`src/hdl/cu_pkg.sv`:
```
// Shared command/status types and exact small-divisor tables for the unranking block.
`timescale 1ns / 1ps
`default_nettype none

package cu_pkg;

	// Controller to datapath commands, at most one set per cycle
	typedef struct packed {
		logic load;    // capture rank and subset size
		logic setup;   // open the search window for the current position
		logic pick;    // take the midpoint and restart the binomial
		logic mul;     // form acc * factor and the bound rem * j
		logic step;    // keep the partial binomial, go to the next factor
		logic accept;  // candidate fits: raise lo
		logic reject;  // candidate too big: lower hi
		logic emit;    // load the output register, retire the position
	} cu_cmd_t;

	typedef struct packed {
		logic open;       // lo < hi, search not settled
		logic over;       // partial binomial above remaining rank
		logic step_last;  // last factor of the binomial
		logic pos_last;   // current position is 1
	} cu_sts_t;

	// Trailing zero count of a divisor 1..16
	function automatic logic [2:0] cu_tz(input logic [4:0] j);
		logic [2:0] r;
		case (j)
			5'd2, 5'd6, 5'd10, 5'd14: r = 3'd1;
			5'd4, 5'd12:              r = 3'd2;
			5'd8:                     r = 3'd3;
			5'd16:                    r = 3'd4;
			default:                  r = 3'd0;
		endcase
		return r;
	endfunction

	// Inverse of the odd part of a divisor 1..16, modulo 2^32
	function automatic logic [31:0] cu_inv(input logic [4:0] j);
		logic [31:0] r;
		case (j)
			5'd3, 5'd6, 5'd12: r = 32'hAAAA_AAAB;
			5'd5, 5'd10:       r = 32'hCCCC_CCCD;
			5'd7, 5'd14:       r = 32'hB6DB_6DB7;
			5'd9:              r = 32'h38E3_8E39;
			5'd11:             r = 32'hBA2E_8BA3;
			5'd13:             r = 32'hC4EC_4EC5;
			5'd15:             r = 32'hEEEE_EEEF;
			default:           r = 32'h0000_0001;
		endcase
		return r;
	endfunction

endpackage

`default_nettype wire

```
`src/hdl/cu_ctrl.sv`:
```
// Controller: sequences positions, binary search iterations and binomial steps.
`timescale 1ns / 1ps
`default_nettype none

module cu_ctrl (
	input  logic            clk,
	input  logic            arst_n,
	input  logic            rank_valid,
	output logic            rank_ready,
	output logic            res_valid,
	input  logic            res_ready,
	input  cu_pkg::cu_sts_t sts,
	output cu_pkg::cu_cmd_t cmd
);
	import cu_pkg::*;

	localparam logic [2:0] ST_IDLE  = 3'd0;
	localparam logic [2:0] ST_SETUP = 3'd1;
	localparam logic [2:0] ST_PICK  = 3'd2;
	localparam logic [2:0] ST_MUL   = 3'd3;
	localparam logic [2:0] ST_CHK   = 3'd4;
	localparam logic [2:0] ST_EMIT  = 3'd5;

	logic [2:0] state_q, state_d;
	logic       out_valid_q;
	logic       slot_free;

	assign slot_free = !out_valid_q || res_ready;

	always_comb begin
		cmd     = '0;
		state_d = state_q;
		case (state_q)
			ST_IDLE: begin
				if (rank_valid) begin
					cmd.load = 1'b1;
					state_d  = ST_SETUP;
				end
			end
			ST_SETUP: begin
				cmd.setup = 1'b1;
				state_d   = ST_PICK;
			end
			ST_PICK: begin
				if (sts.open) begin
					cmd.pick = 1'b1;
					state_d  = ST_MUL;
				end else begin
					state_d = ST_EMIT;
				end
			end
			ST_MUL: begin
				cmd.mul = 1'b1;
				state_d = ST_CHK;
			end
			ST_CHK: begin
				if (sts.over) begin
					cmd.reject = 1'b1;
					state_d    = ST_PICK;
				end else if (sts.step_last) begin
					cmd.accept = 1'b1;
					state_d    = ST_PICK;
				end else begin
					cmd.step = 1'b1;
					state_d  = ST_MUL;
				end
			end
			ST_EMIT: begin
				if (slot_free) begin
					cmd.emit = 1'b1;
					state_d  = sts.pos_last ? ST_IDLE : ST_SETUP;
				end
			end
			default: begin
				state_d = ST_IDLE;
			end
		endcase
	end

	always_ff @(posedge clk or negedge arst_n) begin
		if (!arst_n) begin
			state_q     <= ST_IDLE;
			out_valid_q <= 1'b0;
		end else begin
			state_q <= state_d;
			if (cmd.emit) begin
				out_valid_q <= 1'b1;
			end else if (res_ready) begin
				out_valid_q <= 1'b0;
			end
		end
	end

	assign rank_ready = state_q == ST_IDLE;
	assign res_valid  = out_valid_q;

endmodule

`default_nettype wire

```
`config.mk`:
```
export PLATFORM = sky130hd
export DESIGN_NAME = cu_ctrl
export DESIGN_NICKNAME = d
export VERILOG_FILES = /design/src/hdl/cu_pkg.sv /design/src/hdl/cu_ctrl.sv
export SDC_FILE = /design/constraint.sdc
export NUM_CORES = 1
export LEC_CHECK = 0
export BUFFER_PORTS_ARGS = -buffer_cell sky130_fd_sc_hd__buf_4
export CAP_MARGIN = 20
export CORE_AREA = 3 3 40 42
export DETAILED_ROUTE_END_ITERATION = 10
export DIE_AREA = 0 0 43 45
export SYNTH_ARGS = -nofsm -noshare
export SYNTH_HDL_FRONTEND = slang
export SYNTH_SLANG_ARGS = --single-unit
export TNS_END_PERCENT = 100
```
`constraint.sdc`:
```
create_clock -name clk -period 1 [get_ports clk]
set_input_delay 0.05 -clock clk [delete_from_list [all_inputs] [get_ports clk]]
set_output_delay 0.05 -clock clk [all_outputs]
set_load 0.02 [all_outputs]
```
## Yosys cells after proc, flatten, opt, wreduce, memory -nomap -nowiden

Cells that the tools add are included.

- Eq/ne operators: 7
- Muxes and demuxes: 22
- Reduce and logical (&&, ||, !) cells: 5

Operator list:

| operator | number |
|---|---|
| $pmux W3 S6 | 1 |
| $mux W1 | 15 |
| $mux W3 | 5 |
| $eq A3 B2 Y1 const B | 2 |
| $eq A3 B3 Y1 const B | 2 |
| $ne A2 B2 Y1 const B | 2 |
| $eq A3 B1 Y1 const B | 1 |
| $logic_not A3 Y1 | 1 |
| $mux W2 | 1 |
| $reduce_and A2 Y1 | 1 |
| $reduce_bool A2 Y1 | 1 |
| $logic_not A1 Y1 | 1 |
| $logic_or A1 B1 Y1 | 1 |

- Flip-flop bits (word level): 4
- Output and inout port bits: 10
- Logic and storage cells: 36

## Depth between registers and ports, before layout

- Depth in word-level cells: 5
- Gate-level depth with buffers: 4
- Depth with buffers taken out: 3

## Least setup slack after synthesis

OpenSTA, ideal clock, no wires.

- Path type: register to output
- Start: reg state_q[0]
- End: out cmd[7] (netlist name)
- Arrival time: 1319 ps
- Required time: 950 ps
- Setup slack: -369 ps
- Stages on the path, launching flop included: 4
- Cells stage by stage: dfrtp_1 > buf_2 > nor3_1 > and2_1

RTL lines:

| what | RTL line | text |
|---|---|---|
| start, declared | cu_ctrl.sv:24 | `logic [2:0] state_q, state_d;` |
| start signal, assigned | cu_ctrl.sv:85 | `state_q <= state_d;` |
| end, declared | cu_ctrl.sv:13 | `output cu_pkg::cu_cmd_t cmd` |

==> results.toml <==
[status]
status = "finished with violations"
violations = "negative setup slack"

[detailed_routing]
drtPass1Iterations = 1
top_layer = "met3"
initialDrtViolationCount = 0
met3_length_um = 91
drc = 0
via_count = 330
drt-met1-wl_um = 317
wl_per_cell_um = 10.5
drt.antenna.violating_nets = 0
drt_wl_total_um = 784
wl_met2_um = 376
avgViaCountPerCell = 4.40

[floorplan]
core_area_um2 = 1280
dieArea_um2 = 1940
die_h_um = 45
initial_utilization = 0.207
num_rows = 13
die_width_um = 43
ioPinCount = 18

[place]
dp_hpwl_um = 568
gp_congestion = 0.685
port_buffers = 17
dpl_worst_slack_ns = -0.102

[cts]
clkTransAtPathRegs_ns = 0.04
numCtsBuffers = 3
htreeDepth = 1
cts_tree = "done"
root_buffer = "clkbuf_4"
clk_latency_ns = 0.23
ctsLongestPathBuffers = 2
cts_sinks = 4

[power_and_ir_drop]
power.leakage_nw = 0.299
ir_drop_uv = 1910
swShare = 0.420
intPower_w = 0.00110
cellPowerDensity_nw_per_um2 = 3000
switchingPower_w = 0.000797
seqPwrFrac = 0.213
clkPwrFrac = 0.104
p_comb_frac = 0.682

[cells_and_area]
final_cell_mix = "buf_4 (18), buf_6 (9), clkbuf_4 (3), dfrtp_2 (3)"
nets = 70
multi_input_area_um2 = 236
nFillCells = 127
n_antenna_cell = 0
areaGrowthSynthToFinish_pct = 137
regArea_um2 = 104
drive_gt1_frac = 0.783
layout_commonest_cell = "buf_4"

[setup_path]
path_max_fanout = 7
worstPathArrival_ns = 1.24
cp.required_ns = 0.95
crit_family = "flip-flops"
slowest_delay_ns = 0.45
path_cells = "nor2_4, nand2_4, nor3b_4, buf_6"
cp-end-kind = "primary output"
cp_num_buf_inv = 1
cp-start-kind = "flip-flop"
rrSetupSlack_ns = -0.13
crit_slowest_cell = "dfrtp_2"
path_class = "reg2out"

[timing]
post-route-period-util = 1.29
rsz0062_at_grt = "true"
slew_violations = 0
worst_pin_slew_ns = 0.223
finalClockSkew_ns = 0.00136
setup_viol = 10
timing.hold.ws_ns = 0.140
worst_slack_ns = -0.295
hold_viol_final = 0
slew_headroom = 0.851
fmax_mhz = 772
period_needed_ns = 1.29

[logic_synthesis]
synth_cell_types = 19
synth_area_leaders = "dfrtp_1 (38%), nor3b_1 (8.5%), nor3_1 (5.6%)"
yosysWarnings = 0
synth_top_area_cell = "dfrtp_1"
seq_area_frac_synth = 0.376
syn_area_um2 = 267
ys_seq_elements = 4
avgSynthCellArea_um2 = 8.60
synth_nets = 39
synth_cells = 31
synth_top_area_frac = 0.376

[grt]
grt_overflow = 0
antenna_found_initial = 0
gr-usage-all-layers = 0.0895
grt_pass1_wl_um = 1300
grt_max_degree = 8
grt_pass1_vias = 321

[min_path]
hold_class = "in2reg"

[flow_run]
cap_violations = 0
[cell usage after synthesis]
master	number
a31o_1	1
nor2b_2	1
nor3_1	3
nor2_1	3
nand2b_1	1
mux2i_1	1
nor3b_2	1
o21ai_1	1
o32ai_1	1
buf_2	2
nor2b_1	1
nand3_1	2
and3_1	1
nand2_1	2
and2_1	1
dfrtp_1	4
nor3b_1	3
inv_2	1
o21a_1	1
[repair_timing]
action	4_1_cts	5_1_grt
hold buffers	1	0
setup endpoints to repair	11	13
resized for setup	12	12
setup buffers	3	1
pin swaps	3	5
endpoints found under the hold margin	4	0
[final timing paths]
| kind | from | endpoint | cells after the start |
|---|---|---|---|
| setup / recovery | state_q[0]$_DFFE_PN0P_ | cmd[2] | 4 |
| min in group asynchronous | arst_n | res_valid$_DFFE_PN0P_ | 2 |
| max in group asynchronous | arst_n | state_q[1]$_DFFE_PN0P_ | 2 |
| hold / removal | res_ready | res_valid$_DFFE_PN0P_ | 3 |
| setup reg to reg | state_q[2]$_DFFE_PN0P_ | state_q[2]$_DFFE_PN0P_ | 3 |
| hold reg to reg | res_valid$_DFFE_PN0P_ | res_valid$_DFFE_PN0P_ | 2 |
[kinds of logic after synthesis]
| group | count (synthesis) | synth area share |
|---|---|---|
| buf+inv | 3 | 0.0516 |
| mux | 1 | 0.0376 |
| flops | 4 | 0.376 |
| simple gates | 19 | 0.423 |
| compound gates | 4 | 0.113 |
[routing by layer]
layer / vias up / global-route usage
met5: - / 0
met4: 0 / 0.0181
met3: 0 / 0.0558
met2: 15 / 0.135
met1: 147 / 0.110
li1: 168 / -
[final cells by class]
class | count | area share
sequential | 4 | 0.164
timing repair buffer | 28 | 0.390
tap | 15 | 0.0297
inverter | 1 | 0.00594
multi-input combinational | 24 | 0.374
clock buffer | 3 | 0.0356
[through the flow]
| stage | instance area [um^2] | total power [W] | std cells | utilization | TNS [ns] |
|---|---|---|---|---|---|
| finish | 632 | 0.00190 | 75 | 0.492 | -2.31 |
| floorplan | 308 | 0.000892 | 31 | - | -0.429 |
| global route | 632 | 0.00202 | 75 | 0.492 | -2.98 |
| detailed placement | 489 | 0.00130 | 67 | 0.381 | -0.384 |
| CTS | 579 | 0.00171 | 74 | 0.451 | -2.32 |
| global placement | 489 | 0.00129 | 67 | 0.381 | -0.334 |
[tightest hold or removal path, delay by kind of cell]
kind,cells,cell delay [ns]
buffers and inverters,1,0.07
and+or+nand+nor,2,0.21
[power by group through the flow]
stage / Clock (W) / Combinational (W) / Sequential (W)
5_1_grt: 0.000212 / 0.00138 / 0.000426
3_3_place_gp: 0 / 0.000931 / 0.000359
2_1_floorplan: 0 / 0.000584 / 0.000308
4_1_cts: 0.000205 / 0.00113 / 0.000371
3_5_place_dp: 0 / 0.000941 / 0.000359
6_report: 0.000198 / 0.00129 / 0.000405
[flip-flops by register name, summed over array words and instances (netlist names)]
name and cells:
res_valid 1, state_q 3
Power figures use the tool's default switching activity.
